File: src/rtl/cgr_pkg.sv
// Shared constants, types and state codes for the clipped glyph row renderer.
package cgr_pkg;

	// Glyph store geometry and framebuffer pixel size.
	localparam int CHAR_COUNT      = 256;
	localparam int MAX_GLYPH_ROWS  = 16;
	localparam int BYTES_PER_PIXEL = 4;
	localparam int ROW_BYTE_BITS   = 8;

	// Derived widths.
	localparam int ROW_W  = (MAX_GLYPH_ROWS > 1) ? $clog2(MAX_GLYPH_ROWS) : 1;
	localparam int CNT_W  = $clog2(MAX_GLYPH_ROWS + 1);
	localparam int ADDR_W = $clog2(CHAR_COUNT * MAX_GLYPH_ROWS);
	localparam int LC_W   = $clog2(ROW_BYTE_BITS);
	localparam int VW_W   = $clog2(ROW_BYTE_BITS + 1);
	localparam int OFF_W  = 26;

	// Configuration register indexes.
	typedef enum logic [2:0] {
		REG_SCREEN_WIDTH  = 3'd0,
		REG_SCREEN_HEIGHT = 3'd1,
		REG_ROW_PITCH     = 3'd2,
		REG_GLYPH_WIDTH   = 3'd3,
		REG_GLYPH_HEIGHT  = 3'd4
	} cgr_reg_e;

	// Top-level sequencer states.
	typedef enum logic [1:0] {
		ST_IDLE,
		ST_CLIP,
		ST_ROWS
	} cgr_state_e;

	// Clipping result handed from the clip unit to the row sequencer.
	typedef struct packed {
		logic             empty;
		logic [LC_W-1:0]  lc;
		logic [VW_W-1:0]  vis_w;
		logic [ROW_W-1:0] tc;
		logic [CNT_W-1:0] vis_h;
		logic [OFF_W-1:0] base;
	} cgr_setup_t;

endpackage

File: src/rtl/cgr_clip.sv
// Clip unit: clips a glyph against the screen and computes the first row offset.
module cgr_clip (
	input  logic signed [12:0] pos_x,
	input  logic signed [12:0] pos_y,
	input  logic [7:0]         char_code,
	input  logic [12:0]        screen_width,
	input  logic [12:0]        screen_height,
	input  logic [14:0]        row_pitch,
	input  logic [3:0]         glyph_width,
	input  logic [4:0]         glyph_height,
	output cgr_pkg::cgr_setup_t setup
);
	import cgr_pkg::*;

	logic [VW_W-1:0]  gw;
	logic [CNT_W-1:0] gh;
	logic [13:0]      lc_w, tc_w;
	logic [11:0]      x0, y0;
	logic [VW_W-1:0]  vw_raw;
	logic [CNT_W-1:0] vh_raw;
	logic [13:0]      x_end, y_end;
	logic [27:0]      prod;
	logic             code_bad;

	// Saturate glyph size.
	assign gw = (int'(glyph_width) > ROW_BYTE_BITS) ? VW_W'(ROW_BYTE_BITS)
		: VW_W'(glyph_width);
	assign gh = (int'(glyph_height) > MAX_GLYPH_ROWS) ? CNT_W'(MAX_GLYPH_ROWS)
		: CNT_W'(glyph_height);

	// Left and top clip amounts and the clamped origin.
	assign lc_w = pos_x[12] ? 14'(-(14'(pos_x))) : 14'd0;
	assign tc_w = pos_y[12] ? 14'(-(14'(pos_y))) : 14'd0;
	assign x0   = pos_x[12] ? 12'd0 : pos_x[11:0];
	assign y0   = pos_y[12] ? 12'd0 : pos_y[11:0];
	assign code_bad = int'(char_code) >= CHAR_COUNT;

	// A glyph clipped away on any edge yields no rows.
	assign setup.empty = code_bad || (lc_w >= 14'(gw)) || (tc_w >= 14'(gh))
		|| (13'(x0) >= screen_width) || (13'(y0) >= screen_height);

	// Visible width and height after right and bottom clipping.
	assign vw_raw = gw - VW_W'(lc_w);
	assign vh_raw = gh - CNT_W'(tc_w);
	assign x_end  = 14'(x0) + 14'(vw_raw);
	assign y_end  = 14'(y0) + 14'(vh_raw);

	always_comb begin
		setup.vis_w = vw_raw;
		if (x_end > 14'(screen_width)) begin
			setup.vis_w = VW_W'(screen_width - 13'(x0));
		end
		setup.vis_h = vh_raw;
		if (y_end > 14'(screen_height)) begin
			setup.vis_h = CNT_W'(screen_height - 13'(y0));
		end
	end

	assign setup.lc = LC_W'(lc_w);
	assign setup.tc = ROW_W'(tc_w);

	// Byte offset of the first visible pixel of the first visible row.
	assign prod       = 28'(y0) * 28'(row_pitch);
	assign setup.base = prod[OFF_W-1:0] + OFF_W'(32'(x0) * BYTES_PER_PIXEL);

endmodule

File: config.mk
export PLATFORM = sky130hd
export DESIGN_NAME = cgr_clip
export DESIGN_NICKNAME = d
export VERILOG_FILES = /design/src/rtl/cgr_pkg.sv /design/src/rtl/cgr_clip.sv
export SDC_FILE = /design/constraint.sdc
export NUM_CORES = 1
export LEC_CHECK = 0
export BUFFER_PORTS_ARGS = -buffer_cell sky130_fd_sc_hd__buf_2
export CORE_MARGIN = 4
export CORE_UTILIZATION = 45
export DETAILED_ROUTE_END_ITERATION = 6
export PLACE_DENSITY = 0.69
export SLEW_MARGIN = 30
export SYNTH_ARGS = -nofsm -noshare
export SYNTH_HDL_FRONTEND = slang
export SYNTH_SLANG_ARGS = --single-unit
File: constraint.sdc
create_clock -name vclk -period 15.9
set_clock_uncertainty 0.05 [all_clocks]
set_input_delay 0 -clock vclk [all_inputs]
set_output_delay 0 -clock vclk [all_outputs]
set_load 0.02 [all_outputs]
* Word-level counts from Yosys, hierarchy flattened
Index checks and enable logic that the tools add are counted.
Word-level totals: word-level logic and storage cells 29, output and inout bits 43, input port bits 84, register bits after elaboration 0
Cells by class: muxes and demuxes 8, order comparisons 8, multipliers 1, add/subtract/negate cells 9, reduce and logical (&&, ||, !) cells 3
Operators by type and width (count):
- $mux W14 | 2
- $neg A13 Y14 | 2
- $add A26 B14 Y26 | 1
- $ge A12 B13 Y1 | 2
- $gt A13 B13 Y1 | 2
- $mul A12 B15 Y26 | 1
- $mux W12 | 2
- $ge A14 B4 Y1 | 1
- $ge A14 B5 Y1 | 1
- $add A12 B4 Y13 | 1
- $add A12 B5 Y13 | 1
- $mux W5 | 2
- $sub A5 B5 Y5 | 2
- $mux W4 | 2
- $sub A4 B4 Y4 | 2
- $gt A5 B5 Y1 const B | 1
- $gt A4 B4 Y1 const B | 1
- $logic_or A1 B1 Y1 | 3

* Logic depth before layout (Yosys ltp)
Gate-level depths: netlist of run 1.
word-level depth 6, mapped depth 23, depth with buffers taken out 21

* Worst setup path before layout of run 1
OpenSTA, ideal clock, no wires.
kind input to output, from in pos_y[12], to out setup[25] in the netlist's numbering, cell stages on the path 21, arrival time 5.616 ns, path buffers 3, setup slack 10.234 ns, data required time 15.850 ns, path through clkbuf_1 > clkbuf_1 > nor2_1 > clkbuf_1 > and2_1 > fa_1 > inv_1 > fa_1 > inv_1 > fa_1 > fa_1 > inv_1 > fa_1 > inv_1 > ha_1 > a21o_2 > o32a_1 > o41ai_4 > o32ai_1 > o21ai_0 > nor3b_1
RTL lines:
- start: declaration | line cgr_clip.sv:4 | input logic signed [12:0] pos_y,
- end: declaration | line cgr_clip.sv:11 | output cgr_pkg::cgr_setup_t setup

==> impl_metrics.py, run 1 <==
metrics = {
    "job": {
        "max_cap_violations": 0,
    },
    "placement": {
        "portBuffers": 119,
        "dpl_worst_slack_ns": 10.13,
        "place_congestion": 0.895,
        "hpwlAfterDp_um": 19800,
    },
    "finish": {
        "nets": 1654,
        "syn2layout_area_growth_pct": 9.23,
        "diodes": 0,
        "layout_common_cells": "inv_1 (280), fa_1 (148), ha_1 (146)",
        "drive_above_1_share": 0.113,
        "layout_commonest_cell": "inv_1",
        "fin_util": 0.504,
        "nClkBuffers": 0,
        "seq_area_um2": 0,
        "nFlopsAndLatches": 0,
    },
    "timing": {
        "maxSlewViolCount": 0,
        "slew_headroom": 0.501,
        "finalSetupTns_ns": 0,
        "fin_crit_sh": 0.362,
        "timing.final.ws_setup_ns": 10.14,
        "setup_viol_count_final": 0,
        "rsz0062_at_grt": "no",
        "fin_crit_ns": 5.76,
        "worst_pin_slew_ns": 0.747,
        "finalHoldViolCount": 0,
        "max_freq_mhz": 174,
    },
    "logic_synthesis": {
        "synthCells": 1182,
        "ys_seq_area_frac": 0,
        "netlist_area_um2": 9430,
        "avgSynthCellArea_um2": 7.98,
        "synth_fp_nets": 1560,
        "synth_warnings": 0,
        "yosysUniqueCellTypes": 59,
    },
    "grt": {
        "grt_max_degree": 22,
        "grt_overflow": 0,
        "grt_antenna_before_repair": 0,
        "grt_pass1_vias": 8232,
        "grt_pass1_wl_um": 39200,
        "track_usage": 0.196,
    },
    "setup_path": {
        "required_ns": 15.85,
        "worst-setup-path-type": "input port to output pin",
        "path_max_fanout": 21,
        "startpoint_type": "input port",
        "critPathArrivalTime_ns": 5.71,
        "cp-end-kind": "output pin",
    },
    "status": {
        "status": "finished clean",
    },
    "min_path": {
        "worstHoldPathType": "input port to output pin",
    },
    "power_and_ir_drop": {
        "vdd_drop_max_mv": 0.104,
        "power_density_nw_per_um2": 89.8,
        "p_leak_uw": 0.00566,
    },
    "routing": {
        "drc": 0,
        "vias": 7989,
        "viasPerCell": 5.17,
        "wl_per_cell_um": 14.6,
        "routed_wirelength_um": 22600,
        "postRouteAntennaNets": 0,
        "dr.pass1.iters": 4,
        "dr.first_iter.drc_count": 386,
    },
    "floorplan": {
        "start_util": 0.462,
        "io_pins": 127,
        "die_w_um": 153,
        "chipHeight_um": 153,
        "core_um2": 20400,
        "die-area_um2": 23300,
        "rows": 52,
    },
    "clock_tree": {
        "cts_setup_buffers": 0,
        "cts_resized": 0,
        "ctsHoldBuffers": 0,
    },
}
==> per-layer routing <==
metal  GRT usage  wire (µm)  up-vias
met5           0          0        -
li1            -          -     3878
met2       0.359      11400      218
met1       0.267       9830     3873
met3     0.00710       1140       20
met4      0.0204        274        0
==> power by group <==
| group | leakage (µW) | internal [µW] | switching [µW] |
|---|---|---|---|
| combinational | 0.00566 | 361 | 564 |
| clock | 0 | 0 | 0 |
| sequential | 0 | 0 | 0 |
==> critical path: stages <==
cell and delay, ns:
buf_2 0.22, nor2_2 0.64, and2_1 0.24, fa_1 0.41, inv_1 0.09, fa_1 0.39, inv_1 0.08, fa_1 0.47
fa_1 0.50, inv_1 0.05, fa_1 0.52, inv_1 0.04, ha_1 0.35, a21o_2 0.27, a31oi_1 0.25, o221a_2 0.29
a21oi_1 0.14, o41ai_1 0.41, xnor2_1 0.16, buf_2 0.18
==> per-stage QoR <==
| stage | hold slack, ns | instances | cell area (µm²) | total power (µW) |
|---|---|---|---|---|
| 3_5_place_dp | 0.367 | 1544 | 10300 | 934 |
| 4_1_cts | 0.367 | 1544 | 10300 | 939 |
| 6_report | 0.367 | 1544 | 10300 | 925 |
| 5_1_grt | 0.398 | 1544 | 10300 | 1050 |
| 3_3_place_gp | 0.362 | 1544 | 10300 | 912 |
| 2_1_floorplan | 0.121 | 1182 | 9430 | 693 |
==> synth_stat cells (5+ instances only) <==
master	number	area, µm²
nor3_1	9	45.0
a21o_1	23	173
mux2_2	5	56.3
inv_1	280	1050
a21oi_1	38	190
o21a_1	9	67.6
fa_1	148	2960
o21ai_0	21	105
a31oi_1	5	31.3
ha_1	146	1830
nor2_1	34	128
nand3_1	24	120
nand2b_1	19	119
and2_1	99	619
nand2_1	121	454
xnor2_1	42	368
nor2b_1	21	131
nor4_1	5	31.3
clkbuf_1	35	131
xor2_1	12	105
nand4_1	12	75.1
and4_1	6	52.6
==> final cells by class <==
| cell class | instances | area [µm²] |
|---|---|---|
| fill | 2026 | 10100 |
| inverter | 280 | 1050 |
| multi-input combinational | 864 | 8240 |
| tap | 270 | 338 |
| timing repair buffer | 130 | 678 |
==> cells by family after synthesis <==
| logic type | count (synthesis) | synth area share |
|---|---|---|
| simple gates | 364 | 0.199 |
| xor+xnor | 54 | 0.0501 |
| compound gates | 144 | 0.107 |
| mux | 8 | 0.00915 |
| buf+inv | 318 | 0.127 |
| fa+ha+maj | 294 | 0.508 |
==> worst paths after layout <==
kind	slack (ns)	end	cells past startpoint	start
hold / removal	0.37	setup[31]	4	pos_y[0]
setup / recovery	10.14	setup[22]	20	pos_y[12]
No activity file was read; power rests on OpenSTA's default activity.
==> run 2, diff against run 1 <==
- ABC_AREA: default -> 1
- clock period: 15.9 -> 5.43 ns (I/O delays scaled with it)
==> impl_metrics.py, run 2 <==
metrics = {
    "routing": {
        "vias": 9006,
        "drc": 0,
        "dr.first_iter.drc_count": 697,
        "dr.pass1.iters": 5,
        "viasPerCell": 5.06,
        "routed_wirelength_um": 25900,
        "postRouteAntennaNets": 0,
        "wl_per_cell_um": 14.5,
    },
    "floorplan": {
        "core_um2": 20500,
        "die-area_um2": 23500,
        "io_pins": 127,
        "rows": 52,
        "chipHeight_um": 153,
        "die_w_um": 153,
        "start_util": 0.463,
    },
    "grt": {
        "grt_overflow": 0,
        "grt_antenna_before_repair": 1,
        "grt_max_degree": 17,
        "grt_pass1_wl_um": 43900,
        "track_usage": 0.224,
        "grt_pass1_vias": 9068,
    },
    "setup_path": {
        "path_max_fanout": 16,
        "required_ns": 5.38,
        "startpoint_type": "input port",
        "critPathArrivalTime_ns": 5.02,
        "worst-setup-path-type": "input port to output pin",
        "cp-end-kind": "output pin",
    },
    "clock_tree": {
        "ctsHoldBuffers": 0,
    },
    "finish": {
        "syn2layout_area_growth_pct": 11.5,
        "layout_common_cells": "inv_1 (359), nand2_1 (274), nor2_1 (177)",
        "postLayoutCellArea_um2": 10600,
        "layout_commonest_cell": "inv_1",
        "fillers": 2067,
        "drive_above_1_share": 0.116,
        "nClkBuffers": 0,
        "multiInputGateArea_um2": 8030,
        "fin_util": 0.517,
        "nets": 1889,
        "seq_area_um2": 0,
        "nFlopsAndLatches": 0,
    },
    "logic_synthesis": {
        "synth.most_common_cell": "inv_1",
        "synth_top_cell_area_share": 0.312,
        "ys_top_cells_by_count": "inv_1 (363), nand2_1 (274), nor2_1 (177), fa_1 (148), ha_1 (146)",
        "synthCells": 1380,
        "synth_top_family_by_area": "adder cells",
        "synth-compound-area-share": 0.0552,
        "yosysUniqueCellTypes": 36,
        "avgSynthCellArea_um2": 6.88,
        "netlist_area_um2": 9500,
        "synthAdderAreaFrac": 0.504,
        "synth_xor_area_frac": 0.0434,
        "ys_seq_area_frac": 0,
        "synth_fp_nets": 1758,
        "synth_area_leader_cell": "fa_1",
        "synthMuxAreaShare": 0,
        "yosys.area_share.simple": 0.241,
        "ys_top_cells_by_area": "fa_1 (31%), ha_1 (19%), inv_1 (14%)",
        "synth_warnings": 0,
    },
    "job": {
        "max_cap_violations": 0,
    },
    "timing": {
        "finalSetupTns_ns": 0,
        "setup_viol_count_final": 0,
        "finalHoldViolCount": 0,
        "worst_pin_slew_ns": 0.549,
        "rsz0062_at_grt": "no",
        "max_freq_mhz": 197,
        "maxSlewViolCount": 0,
        "fin_crit_ns": 5.07,
        "slew_headroom": 0.630,
        "fin_crit_sh": 0.934,
    },
    "placement": {
        "dpl_cell_area_um2": 10500,
        "place_congestion": 0.940,
        "hpwlAfterDp_um": 22900,
        "portBuffers": 119,
    },
    "status": {
        "status": "finished clean",
    },
    "power_and_ir_drop": {
        "power_density_nw_per_um2": 267,
        "vdd_drop_max_mv": 0.344,
        "p_leak_uw": 0.00629,
    },
    "min_path": {
        "worstHoldPathType": "input port to output pin",
        "hp-start": "pos_x[0]",
        "min_to": "setup[39]",
        "min_path_cells": 4,
    },
}
## run 2: cell types whose count changed in the layout (fill, tap and decap cells not counted), sizes merged, moves of 22 or more
cell | previous run | this run
nand2 | 121 | 274
inv | 280 | 367
xnor2 | 42 | 14
nor2 | 34 | 192
nand3 | 24 | 49
and2 | 99 | 0
a21o | 25 | 3
## run 2: worst max path at each step
stage	slack (ns)	end	start	cells after the start
after floorplan	0.68	setup[23]	pos_y[12]	21
after detailed placement	0.16	setup[19]	pos_y[12]	22
after CTS	0.16	setup[19]	pos_y[12]	22
after global routing	0.03	setup[23]	pos_y[5]	21
final	0.36	setup[23]	pos_y[5]	21
after global placement	0.18	setup[19]	pos_y[12]	22
## run 2: power by group
part            leakage (µW)  switching, µW  total [µW]  internal (µW)
logic                0.00629           1830        2830           1010
registers                  0              0           0              0
clock network  0.00000000634              0   0.0000247      0.0000247
## run 2: metrics by stage
| stage | setup WS, ns | cells | hold WS [ns] | power (µW) |
|---|---|---|---|---|
| floorplan | 0.684 | 1380 | 0.119 | 2070 |
| global placement | 0.181 | 1776 | 0.328 | 2790 |
| detailed placement | 0.164 | 1776 | 0.334 | 2820 |
| CTS | 0.159 | 1776 | 0.331 | 2840 |
| global route | 0.0327 | 1780 | 0.378 | 3250 |
| finish | 0.356 | 1780 | 0.326 | 2830 |
## run 2: worst max-delay path: stages
cell and delay [ns]:
buf_2 0.14, inv_2 0.06, nor2_4 0.38, nand2_1 0.14, fa_1 0.55, inv_1 0.05, fa_1 0.55, fa_1 0.45
fa_1 0.54, inv_1 0.05, fa_1 0.53, inv_1 0.05, ha_1 0.35, nand2_1 0.11, nor2_1 0.18, inv_1 0.07
nor3_1 0.22, nand3_1 0.12, nand3_1 0.14, xor2_1 0.15, buf_2 0.18
## run 2: final cells by class
type,count,share of cell area
antenna,1,0.000236
inverter,370,0.132
multi-input combinational,994,0.758
tap,270,0.0319
timing repair buffer,144,0.0769
timing repair inverter,1,0.000709
## run 2: kinds of logic after synthesis
kind of cell / count (synthesis)
adder cells (fa/ha/maj): 294
XOR/XNOR: 47
AO/OA/AOI/OAI: 99
buffers and inverters: 386
AND/OR/NAND/NOR: 554
## run 2: timing repair
action                     4_1_cts  5_1_grt
resized for setup                0       14
setup endpoints to repair        0       14
setup buffers                    0        2
## run 2: metal layers
metal	global-route usage	share of wire	vias to the layer above
met5	0	0	-
met4	0.0369	0.018	0
met3	0.0260	0.084	36
met2	0.398	0.49	352
met1	0.297	0.40	4242
li1	-	-	4376
