$ cat src/rtl/cgr_pkg.sv
// Shared constants, types and state codes for the clipped glyph row renderer.
package cgr_pkg;

	// Glyph store geometry and framebuffer pixel size.
	localparam int CHAR_COUNT      = 256;
	localparam int MAX_GLYPH_ROWS  = 16;
	localparam int BYTES_PER_PIXEL = 4;
	localparam int ROW_BYTE_BITS   = 8;

	// Derived widths.
	localparam int ROW_W  = (MAX_GLYPH_ROWS > 1) ? $clog2(MAX_GLYPH_ROWS) : 1;
	localparam int CNT_W  = $clog2(MAX_GLYPH_ROWS + 1);
	localparam int ADDR_W = $clog2(CHAR_COUNT * MAX_GLYPH_ROWS);
	localparam int LC_W   = $clog2(ROW_BYTE_BITS);
	localparam int VW_W   = $clog2(ROW_BYTE_BITS + 1);
	localparam int OFF_W  = 26;

	// Configuration register indexes.
	typedef enum logic [2:0] {
		REG_SCREEN_WIDTH  = 3'd0,
		REG_SCREEN_HEIGHT = 3'd1,
		REG_ROW_PITCH     = 3'd2,
		REG_GLYPH_WIDTH   = 3'd3,
		REG_GLYPH_HEIGHT  = 3'd4
	} cgr_reg_e;

	// Top-level sequencer states.
	typedef enum logic [1:0] {
		ST_IDLE,
		ST_CLIP,
		ST_ROWS
	} cgr_state_e;

	// Clipping result handed from the clip unit to the row sequencer.
	typedef struct packed {
		logic             empty;
		logic [LC_W-1:0]  lc;
		logic [VW_W-1:0]  vis_w;
		logic [ROW_W-1:0] tc;
		logic [CNT_W-1:0] vis_h;
		logic [OFF_W-1:0] base;
	} cgr_setup_t;

endpackage

$ cat src/rtl/cgr_row_seq.sv
// Row sequencer: reads one glyph row per cycle while the output is not stalled, builds its mask and offset.
module cgr_row_seq (
	input  logic                       clk,
	input  logic                       arst_n,
	input  logic                       start,
	input  cgr_pkg::cgr_setup_t        setup,
	input  logic [7:0]                 char_code,
	input  logic [14:0]                row_pitch,
	output logic                       mem_re,
	output logic [cgr_pkg::ADDR_W-1:0] mem_raddr,
	input  logic [7:0]                 mem_rdata,
	output logic                       busy,
	output logic                       out_valid,
	input  logic                       out_ready,
	output logic [cgr_pkg::OFF_W-1:0]  out_offset,
	output logic [7:0]                 out_mask,
	output logic                       out_last
);
	import cgr_pkg::*;

	logic [CNT_W-1:0] cnt_q;
	logic [ROW_W-1:0] row_q;
	logic [OFF_W-1:0] off_q;
	logic [LC_W-1:0]  lc_q;
	logic [VW_W-1:0]  vw_q;
	logic             v_s1;
	logic [OFF_W-1:0] off_s1;
	logic             last_s1;
	logic             adv;
	logic [7:0]       rev;
	logic [7:0]       mask;

	// Move the read stage into the output register when it is free.
	assign adv    = v_s1 && (!out_valid || out_ready);
	assign mem_re = (cnt_q != '0) && (!v_s1 || adv);
	assign mem_raddr = ADDR_W'(int'(char_code) * MAX_GLYPH_ROWS + int'(row_q));
	assign busy   = (cnt_q != '0) || v_s1 || out_valid;

	// Row counters and the shared offset adder.
	always_ff @(posedge clk or negedge arst_n) begin
		if (!arst_n) begin
			cnt_q <= '0;
		end else if (start) begin
			cnt_q <= setup.vis_h;
		end else if (mem_re) begin
			cnt_q <= cnt_q - CNT_W'(1);
		end
	end

	always_ff @(posedge clk) begin
		if (start) begin
			row_q <= setup.tc;
			off_q <= setup.base;
			lc_q  <= setup.lc;
			vw_q  <= setup.vis_w;
		end else if (mem_re) begin
			row_q <= row_q + ROW_W'(1);
			off_q <= off_q + OFF_W'(row_pitch);
		end
	end

	// Read stage: the glyph row arrives from the store in the cycle after issue.
	always_ff @(posedge clk or negedge arst_n) begin
		if (!arst_n) begin
			v_s1 <= 1'b0;
		end else if (mem_re) begin
			v_s1 <= 1'b1;
		end else if (adv) begin
			v_s1 <= 1'b0;
		end
	end

	always_ff @(posedge clk) begin
		if (mem_re) begin
			off_s1  <= off_q;
			last_s1 <= (cnt_q == CNT_W'(1));
		end
	end

	// Mask: visible column j takes glyph bit 7 - (left clip + j).
	always_comb begin
		for (int i = 0; i < 8; i++) begin
			rev[i] = mem_rdata[7 - i];
		end
		mask = (rev >> lc_q) & ~(8'hFF << vw_q);
	end

	// Output register.
	always_ff @(posedge clk or negedge arst_n) begin
		if (!arst_n) begin
			out_valid <= 1'b0;
		end else if (adv) begin
			out_valid <= 1'b1;
		end else if (out_ready) begin
			out_valid <= 1'b0;
		end
	end

	always_ff @(posedge clk) begin
		if (adv) begin
			out_offset <= off_s1;
			out_mask   <= mask;
			out_last   <= last_s1;
		end
	end

endmodule

$ cat config.mk
export PLATFORM = sky130hd
export DESIGN_NAME = cgr_row_seq
export DESIGN_NICKNAME = d
export VERILOG_FILES = /design/src/rtl/cgr_pkg.sv /design/src/rtl/cgr_row_seq.sv
export SDC_FILE = /design/constraint.sdc
export NUM_CORES = 1
export LEC_CHECK = 0
export BUFFER_PORTS_ARGS = -buffer_cell sky130_fd_sc_hd__buf_2
export CAP_MARGIN = 5
export CORE_UTILIZATION = 50
export CTS_CLUSTER_DIAMETER = 150
export CTS_CLUSTER_SIZE = 28
export DETAILED_ROUTE_END_ITERATION = 7
export PLACE_DENSITY = 0.76
export SLEW_MARGIN = 20
export SYNTH_ARGS = -nofsm -noshare
export SYNTH_HDL_FRONTEND = slang
export SYNTH_SLANG_ARGS = --single-unit
$ cat constraint.sdc
create_clock -name clk -period 2.85 [get_ports clk]
set_input_delay 0.1425 -clock clk [delete_from_list [all_inputs] [get_ports clk]]
set_output_delay 0.1425 -clock clk [all_outputs]
set_load 0.02 [all_outputs]
Word-level counts from Yosys, hierarchy flattened
Cells that the tools add are included.

Eq/ne operators: 1. Order comparisons: 0. Shift operators: 2. Mux-type cells: 10. Divide/modulo/power cells: 0. Bitwise logic cells: 2. Reduce and logical (&&, ||, !) cells: 12. Multiply operators: 0. $add $sub $neg: 4.

Operators with widths (number): 2-to-1 mux 26 bit (2); adder 26 x 15 -> 26 bit (1); adder 12 x 4 -> 12 bit (1); 2-to-1 mux 5 bit (2); AND 8 bit (1); 2-to-1 mux 4 bit (2); inverter 8 bit (1); left shift 8 x 4 -> 8 bit (first input constant) (1); right shift 8 x 3 -> 8 bit (1); nonzero test 2 bit (3); == test 5 x 1 -> 1 bit (second input constant) (1); nonzero test 5 bit (1); subtractor 5 x 1 -> 5 bit (second input constant) (1); adder 4 x 1 -> 4 bit (second input constant) (1); logical OR 1 bit (4); 2-to-1 mux 1 bit (4); logical AND 1 bit (2); logical NOT 1 bit (2).

Memory bits (writable): 0. Logic and storage cells: 43. ROM bits: 0. Latch bits: 0. Memories kept: 0. Output and inout port bits: 50. Bits of input ports: 78. Flip-flop bits (word level): 106.

Logic depth before layout (Yosys ltp)
Gate-level depths: netlist of run 1.

Word-level depth: 7. Mapped depth: 9. Depth with buffers taken out: 9.

Least setup slack after synthesis of run 1
OpenSTA, ideal clock, no wires.

Path type: reg-to-reg. Start point: reg cnt_q[0]. End point: reg cnt_q[4]. Data required time: 2767 ps. Cell stages (with the launch flop): 10. Library setup time: 83 ps. Slack: 486 ps. Arrival: 2282 ps. Clock period less this slack: 2364 ps. Buffers on the path: 0. Cells stage by stage: dfrtp_1 inv_1 ha_1 nand2_1 nand2_1 inv_1 nand2_1 or3_1 xor2_1 o21ai_0.

Longest elaborated chain between the ends: 3. Elaborated cells on any way between the ends: 6. Classes of those cells: add/sub: 1; mux: 2; reduce/logical: 3.

Ends and longest elaborated chain: start, declared (line cgr_row_seq.sv:21) `logic [CNT_W-1:0] cnt_q;`; start signal, assigned (line cgr_row_seq.sv:44) `cnt_q <= setup.vis_h;`; start signal, assigned (line cgr_row_seq.sv:46) `cnt_q <= cnt_q - CNT_W'(1);`; nonzero test 5 bit (line cgr_row_seq.sv:35) `assign mem_re = (cnt_q != '0) && (!v_s1 || adv);`; logical AND 1 bit (line cgr_row_seq.sv:35); named net mem_re (line cgr_row_seq.sv:9) `output logic mem_re,`; nonzero test 2 bit (no source line).

The timed path passes the listed nets, and every way through them passes these cells. The select of a mux whose other input is x is not followed. A chain may end at the register's enable or synchronous reset.

Worst setup path in the final report of run 1
Start point: reg off_q[0]. End point: reg off_q[18] (data pin).

Longest elaborated chain between the ends: 3.

Ends and longest elaborated chain: start, declared (line cgr_row_seq.sv:23) `logic [OFF_W-1:0] off_q;`; start signal, assigned (line cgr_row_seq.sv:53) `off_q <= setup.base;`; start signal, assigned (line cgr_row_seq.sv:58) `off_q <= off_q + OFF_W'(row_pitch);`; adder 26 x 15 -> 26 bit (line cgr_row_seq.sv:58); 2-to-1 mux 26 bit (line cgr_row_seq.sv:56) `end else if (mem_re) begin`; 2-to-1 mux 26 bit (line cgr_row_seq.sv:51) `if (start) begin`.

Every way passes these cells. The select of a mux whose other input is x is not followed.

==> flow_metrics.py, run 1 <==
metrics = {
    "worst_setup_path": {
        "crit_chain": "ha_1 -> fa_1 -> a21oi_1 -> o211ai_1 -> nand4_2 -> nand2_1 -> mux2i_1 -> a211o_1",
        "reg2reg_setup_slack_ns": 0.41,
        "critPathMaxStageDelay_ns": 0.41,
        "cp.required_ns": 2.98,
        "crit_arrival_ns": 2.57,
        "worst-path-buf-inv": 0,
        "critPathCaptureType": "register",
        "cp_max_fo": 5,
        "slowest_stage": "edfxtp_1",
        "worst-setup-path-type": "register to register",
        "start_kind": "register",
        "critical-path-top-delay-family": "compound AO/OA/AOI/OAI gates",
    },
    "final_layout": {
        "finalInstanceArea_um2": 6038,
        "fin_nets": 609,
        "antenna_cells": 0,
        "drive_above_1_share_pct": 29.07,
        "syn2layout_area_growth_pct": 19.16,
    },
    "power_and_ir_drop": {
        "pwr_density_cell_nw_per_um2": 704.2,
        "p_switching_w": 0.001337,
        "p_int_w": 0.002915,
        "peakVddDrop_uv": 343.5,
        "power_w": 0.004252,
        "seq_power_share_pct": 51.6,
        "leakagePower_nw": 2.405,
        "p_comb_share_pct": 26.2,
        "p_clk_share_pct": 22.2,
        "swShare_pct": 31.45,
    },
    "clock_network": {
        "cts_buffer_depth": 2,
        "cts_root_buf": "clkbuf_8",
        "cts.sinks": 106,
        "numCtsBuffers": 9,
        "cts.clk_slew.worst_paths_ns": 0.10,
        "cts_tree": "yes",
        "cts_setup_buffers": 0,
        "cts_hold_buf": 13,
        "cts.repair.resized": 0,
        "clock_latency_ns": 0.37,
        "cts_max_level": 3,
    },
    "sta": {
        "tns_ns": 0,
        "tightest_slew_ns": 0.6824,
        "max_freq_ghz": 0.4093,
        "max_slew_margin_pct": 54.51,
        "drv_slew": 0,
        "rsz0062_at_grt": "false",
        "clock_skew_ns": 0.007351,
        "finalCritPeriodShare_pct": 85.73,
        "setup_viol": 0,
        "holdWs_ns": 0.04507,
        "min_period_ns": 2.443,
        "hold_viol": 0,
    },
    "synth": {
        "ys_async_sr_fraction_pct": 6.604,
        "synthCells": 393,
        "synth_seq_cells": 106,
        "synthTopCellsByCount": "edfxtp_1 (99), nand2_1 (48), o21ai_0 (26)",
        "synth_area_leaders": "edfxtp_1 (59%), ha_1 (4.7%), nand2_1 (3.6%)",
        "ys_types": 56,
        "yosysMostFrequentCell": "edfxtp_1",
        "ys_warn_count": 0,
        "synth_edf_count": 99,
        "syn_area_per_cell_um2": 12.89,
        "ys_seq_area_share_pct": 62.12,
        "post-synth-top-area-cell": "edfxtp_1",
        "synth_nets": 491,
        "netlist.area_leader.share_pct": 58.67,
        "synth_area_um2": 5067,
        "synth-main-ff-cell": "edfxtp_1",
    },
    "die": {
        "start_util_pct": 51.61,
        "die_w_um": 102.7,
        "die_h_um": 102.7,
        "core_um2": 9819,
        "ios": 128,
        "rows": 36,
        "dieArea_um2": 10540,
    },
    "drt": {
        "drt_first_pass_iters": 4,
        "antenna_left": 0,
        "drt_iter0_markers": 202,
        "wl_per_cell_um": 15.89,
        "num_vias": 3528,
        "viasPerCell": 5.436,
        "drc_errors": 0,
        "drt_wl_total_um": 10310,
    },
    "grt": {
        "grt_pass1_wl_um": 15990,
        "track_usage_pct": 20.43,
        "grt_pass1_vias": 3381,
        "grt_antenna_before_repair": 0,
        "grt_start_max_net_pins": 74,
        "grt-ovfl-total": 0,
    },
    "status": {
        "outcome": "finished clean",
    },
    "placement": {
        "gp_congestion": 0.9421,
        "port_buffers": 110,
        "dpl_cell_area_um2": 5709,
        "dp_hpwl_um": 7137,
    },
    "min_path": {
        "hold_path_class": "primary input to register",
    },
    "job": {
        "drv_cap": 0,
    },
}
-- cells by family (layout without fill, tap and decap cells) --
kind of cell | after synthesis | count (layout) | synth area share (%)
xor gates and xnor gates | 23 | 23 | 3.975
and+or+nand+nor | 115 | 115 | 11.31
adders and majority gates | 20 | 20 | 5.086
muxes | 15 | 15 | 4.049
DFF | 106 | 106 | 62.12
AOI/OAI and AO/OA | 82 | 82 | 10.42
buffers and inverters | 32 | 155 | 3.037
-- stage by stage --
stage / util, % / std cells / setup slack [ns]
floorplan: - / 393 / 0.4856
global placement: 58.14 / 620 / 0.4886
detailed placement: 58.14 / 620 / 0.4463
CTS: 61.49 / 649 / 0.4287
global route: 61.49 / 649 / 0.2445
finish: 61.49 / 649 / 0.4068
-- registers in the layout, summed over array words and instances, names as in the netlist --
signal	flops
off_s1	26
off_q	26
out_mask	8
out_offset	26
last_s1	1
row_q	4
vw_q	4
out_last	1
v_s1	1
cnt_q	5
out_valid	1
lc_q	3
-- final timing paths --
check / from / endpoint / cells past startpoint
setup / recovery: off_q[0]$_DFFE_PP_ / off_q[18]$_DFFE_PP_ / 8
hold / removal: setup[33] / row_q[2]$_DFFE_PP_ / 3
setup reg to reg: off_q[0]$_DFFE_PP_ / off_q[18]$_DFFE_PP_ / 8
hold reg to reg: off_s1[12]$_DFFE_PP_ / out_offset[12]$_DFFE_PP_ / 0
max in group asynchronous: arst_n / cnt_q[1]$_DFFE_PN0P_ / 2
min in group asynchronous: arst_n / cnt_q[4]$_DFFE_PN0P_ / 2
-- per-layer routing --
metal  share of wire [%]  GRT usage (%)  routed length (um)  vias to the layer above
met5                   0              0                   0                        -
met2                  47          33.38                4863                      126
li1                    -              -                   -                     1700
met4                 2.0          9.451                 210                        0
met1                  44          26.51                4566                     1687
met3                 6.5          3.864                 670                       15
-- final cells by class --
cell class                 count  area, um^2
clock inverter                 7       75.07
multi-input combinational    255        1765
tap                          133       166.4
sequential                   106        3148
clock buffer                   9       123.9
fill                         800        3781
inverter                      11       41.29
timing repair buffer         128       718.2
-- cells in the final DEF (no fill, tap or decap), types with 3 or more instances in the layout --
cell type	netlist	routed
buf_4	8	5
nor3_1	9	9
ha_1	19	19
mux2_2	4	4
o211ai_1	3	3
nand3_1	6	6
nand4_1	7	7
xnor2_1	16	16
xor2_1	7	7
and3_1	3	3
nor2b_1	3	3
buf_2	1	110
mux4_2	4	4
clkbuf_8	0	9
dfrtp_1	7	7
o21ai_0	26	26
o21ai_1	4	4
inv_1	11	11
dlygate4sd3_1	0	13
nor4b_1	3	3
edfxtp_1	99	99
nor4_1	3	3
mux2i_1	7	7
nand2_1	48	48
nor2_1	18	18
and2_1	3	3
a21oi_1	24	24
-- power by group through the flow --
stage | registers [W] | logic (W) | clock network (W)
3_5_place_dp | 0.00223 | 0.00109 | 0
3_3_place_gp | 0.00221 | 0.00106 | 0
6_report | 0.00219 | 0.00112 | 0.000945
2_1_floorplan | 0.00228 | 0.000731 | 0
5_1_grt | 0.00222 | 0.00124 | 0.00101
4_1_cts | 0.00219 | 0.00111 | 0.000961
-- tightest hold or removal path, cell delays in order --
cell	delay [ns]
buf_2	0.07
nand2_1	0.04
o21ai_0	0.05
(Power assumes the default switching activity.)
==> run 2: changes to the inputs <==
ABC_AREA = 1   (was unset)
PLACE_DENSITY = 0.75   (was 0.76)
==> run 2 against run 1 <==
Clock skew barely moved. Sequential power shrank 4%. Setup slack better by 0.22 ns. Global-route usage is 2.7 points higher. Die area is 12% higher. Cell count up 38%. Final area rose by 11%. Hold slack got worse by 0.019 ns. Critical endpoint is now off_q[24]$_DFFE_PP_. Largest cell class unchanged.
==> flow_metrics.py, run 2 <==
metrics = {
    "grt": {
        "grt-ovfl-total": 0,
        "grt_pass1_vias": 4339,
        "grt_start_max_net_pins": 48,
        "track_usage_pct": 23.15,
        "grt_pass1_wl_um": 20300,
        "grt_antenna_before_repair": 0,
    },
    "synth": {
        "ys_types": 39,
        "yosysMostFrequentCell": "nand2_1",
        "synth_edf_count": 99,
        "synth_xor_area_share_pct": 0.9255,
        "synth_seq_cells": 106,
        "synth_area_leaders": "edfxtp_1 (52%), nand2_1 (15%), inv_1 (5.2%)",
        "synth_top_family_by_area": "simple AND/OR/NAND/NOR gates",
        "muxShareOfSynthArea_pct": 0,
        "synth-main-ff-cell": "edfxtp_1",
        "netlist.area_leader.share_pct": 52.36,
        "synthTopCellsByCount": "nand2_1 (227), edfxtp_1 (99), inv_1 (79)",
        "syn_area_per_cell_um2": 8.970,
        "synth_area_um2": 5678,
        "post-synth-top-area-cell": "edfxtp_1",
        "synth-compound-area-share_pct": 4.628,
        "ys_seq_area_share_pct": 55.44,
        "synth_nets": 731,
        "synthCells": 633,
        "yosys.area_share.adder_pct": 4.539,
        "synthSimpleGateAreaFrac_pct": 27.17,
        "ys_warn_count": 0,
        "ys_async_sr_fraction_pct": 6.604,
    },
    "drt": {
        "antenna_left": 0,
        "drc_errors": 0,
        "drt_first_pass_iters": 5,
        "drt_wl_total_um": 12660,
        "viasPerCell": 5.047,
        "num_vias": 4522,
        "wl_per_cell_um": 14.13,
        "drt_iter0_markers": 313,
    },
    "final_layout": {
        "drive_above_1_share_pct": 21.16,
        "regArea_um2": 3148,
        "final_cell_mix": "nand2_1 (227), buf_2 (110), edfxtp_1 (99)",
        "fillCellCount": 985,
        "antenna_cells": 0,
        "fin_nets": 849,
        "top_regs": "off_q: 26 flops, off_s1: 26 flops, out_offset: 26 flops",
        "multi_input_area_um2": 2123,
        "finalInstanceArea_um2": 6720,
        "stdcell_count": 896,
        "syn2layout_area_growth_pct": 18.36,
        "layout_commonest_cell": "nand2_1",
    },
    "worst_setup_path": {
        "start_kind": "register",
        "reg2reg_setup_slack_ns": 0.62,
        "cp.required_ns": 2.96,
        "critPathCaptureType": "register",
        "crit_arrival_ns": 2.34,
        "worst-setup-path-type": "register to register",
        "worstReg2RegEnd": "off_q[24]$_DFFE_PP_",
        "r2r_start": "off_q[0]$_DFFE_PP_",
        "cp_max_fo": 5,
        "rr_worst_depth": 12,
    },
    "clock_network": {
        "clock_latency_ns": 0.36,
        "cts_max_level": 3,
        "cts_buffer_depth": 2,
        "cts.clk_slew.worst_paths_ns": 0.07,
        "cts_tree": "yes",
        "cts_root_buf": "clkbuf_16",
        "cts_setup_buffers": 0,
        "cts.sinks": 106,
        "numCtsBuffers": 9,
    },
    "sta": {
        "setup_viol": 0,
        "tns_ns": 0,
        "rsz0062_at_grt": "false",
        "finalCritPeriodShare_pct": 78.09,
        "min_period_ns": 2.225,
        "hold_viol": 0,
        "max_freq_ghz": 0.4493,
        "tightest_slew_ns": 0.5321,
        "drv_slew": 0,
        "max_slew_margin_pct": 64.40,
        "final.setup.worst_slack_ns": 0.6245,
        "clock_skew_ns": 0.007639,
    },
    "power_and_ir_drop": {
        "power_w": 0.004403,
        "pwr_density_cell_nw_per_um2": 655.2,
        "leakagePower_nw": 3.208,
        "peakVddDrop_uv": 301.3,
    },
    "placement": {
        "port_buffers": 110,
        "gp_congestion": 0.8900,
        "dp_hpwl_um": 9450,
        "dpl_cell_area_um2": 6359,
        "placedCellCount": 872,
        "pre_cts_ws_ns": 0.6316,
    },
    "die": {
        "ios": 128,
        "rows": 38,
        "core_um2": 10940,
        "die_w_um": 108.6,
        "start_util_pct": 51.92,
        "dieArea_um2": 11790,
        "die_h_um": 108.6,
    },
    "min_path": {
        "hold_start": "setup[29]",
        "timing.hold.worst_path_depth": 3,
        "hold_path_class": "primary input to register",
        "min_to": "cnt_q[3]$_DFFE_PN0P_",
    },
    "status": {
        "outcome": "finished clean",
    },
    "job": {
        "drv_cap": 0,
    },
}
==> run 2: power breakdown <==
group / internal (W) / total (W) / switching [W]
Sequential: 0.00199 / 0.00210 / 0.000118
Combinational: 0.000391 / 0.00112 / 0.000732
Clock: 0.000603 / 0.00117 / 0.000572
Total: 0.00298 / 0.00440 / 0.00142
==> run 2: final cells by class <==
class                           instances  area share [%]
Sequential cell                       106           46.84
Multi-Input combinational cell        428           31.60
Timing Repair Buffer                  123           10.13
Inverter                               83           4.636
Clock buffer                           10           3.407
Tap cell                              140           2.607
Clock inverter                          6          0.7820
==> run 2: metrics by stage <==
stage	hold slack, ns	utilization (%)
floorplan	-0.1531	-
global placement	-0.01881	58.15
detailed placement	-0.008411	58.15
CTS	0.02160	61.45
global route	0.02279	61.45
finish	0.02611	61.45
==> run 2: per-layer routing <==
layer	GRT usage, %	part of all wire [%]	wire length (um)	up-vias
li1	-	-	-	2311
met1	29.56	45	5651	2056
met2	39.20	49	6187	137
met3	3.978	5.1	649	18
met4	8.880	1.3	170	0
met5	0	0	0	-
==> run 2: critical path, cell delays in order (launching register included) <==
cell	delay, ns
edfxtp_1	0.41
ha_1	0.25
fa_1	0.45
nand2_1	0.13
nand2_2	0.10
nand3_1	0.11
nand3_2	0.11
nand2_1	0.12
nand2_1	0.07
nand2_1	0.06
nand2_1	0.05
nand2_1	0.05
nand2_1	0.06
==> run 2: cell families (layout without fill, tap and decap cells) <==
logic type / count (synthesis) / after routing
compound gates: 46 / 46
xor+xnor: 6 / 6
fa+ha+maj: 20 / 20
buf+inv: 99 / 222
flops: 106 / 106
simple gates: 356 / 356
==> run 2: what timing repair did <==
item,4_1_cts,5_1_grt
gates resized for setup,0,0
endpoints found under the hold margin,14,0
hold buffers,8,0
==> run 2: worst max-delay path by stage <==
stage	from	endpoint	slack (ns)
2_1_floorplan	out_valid$_DFFE_PN0P_	out_last$_DFFE_PP_	0.35
3_3_place_gp	off_q[0]$_DFFE_PP_	off_q[6]$_DFFE_PP_	0.74
3_5_place_dp	off_q[0]$_DFFE_PP_	off_q[24]$_DFFE_PP_	0.63
4_1_cts	off_q[0]$_DFFE_PP_	off_q[24]$_DFFE_PP_	0.63
5_1_grt	off_q[0]$_DFFE_PP_	off_q[24]$_DFFE_PP_	0.49
6_report	off_q[0]$_DFFE_PP_	off_q[24]$_DFFE_PP_	0.62
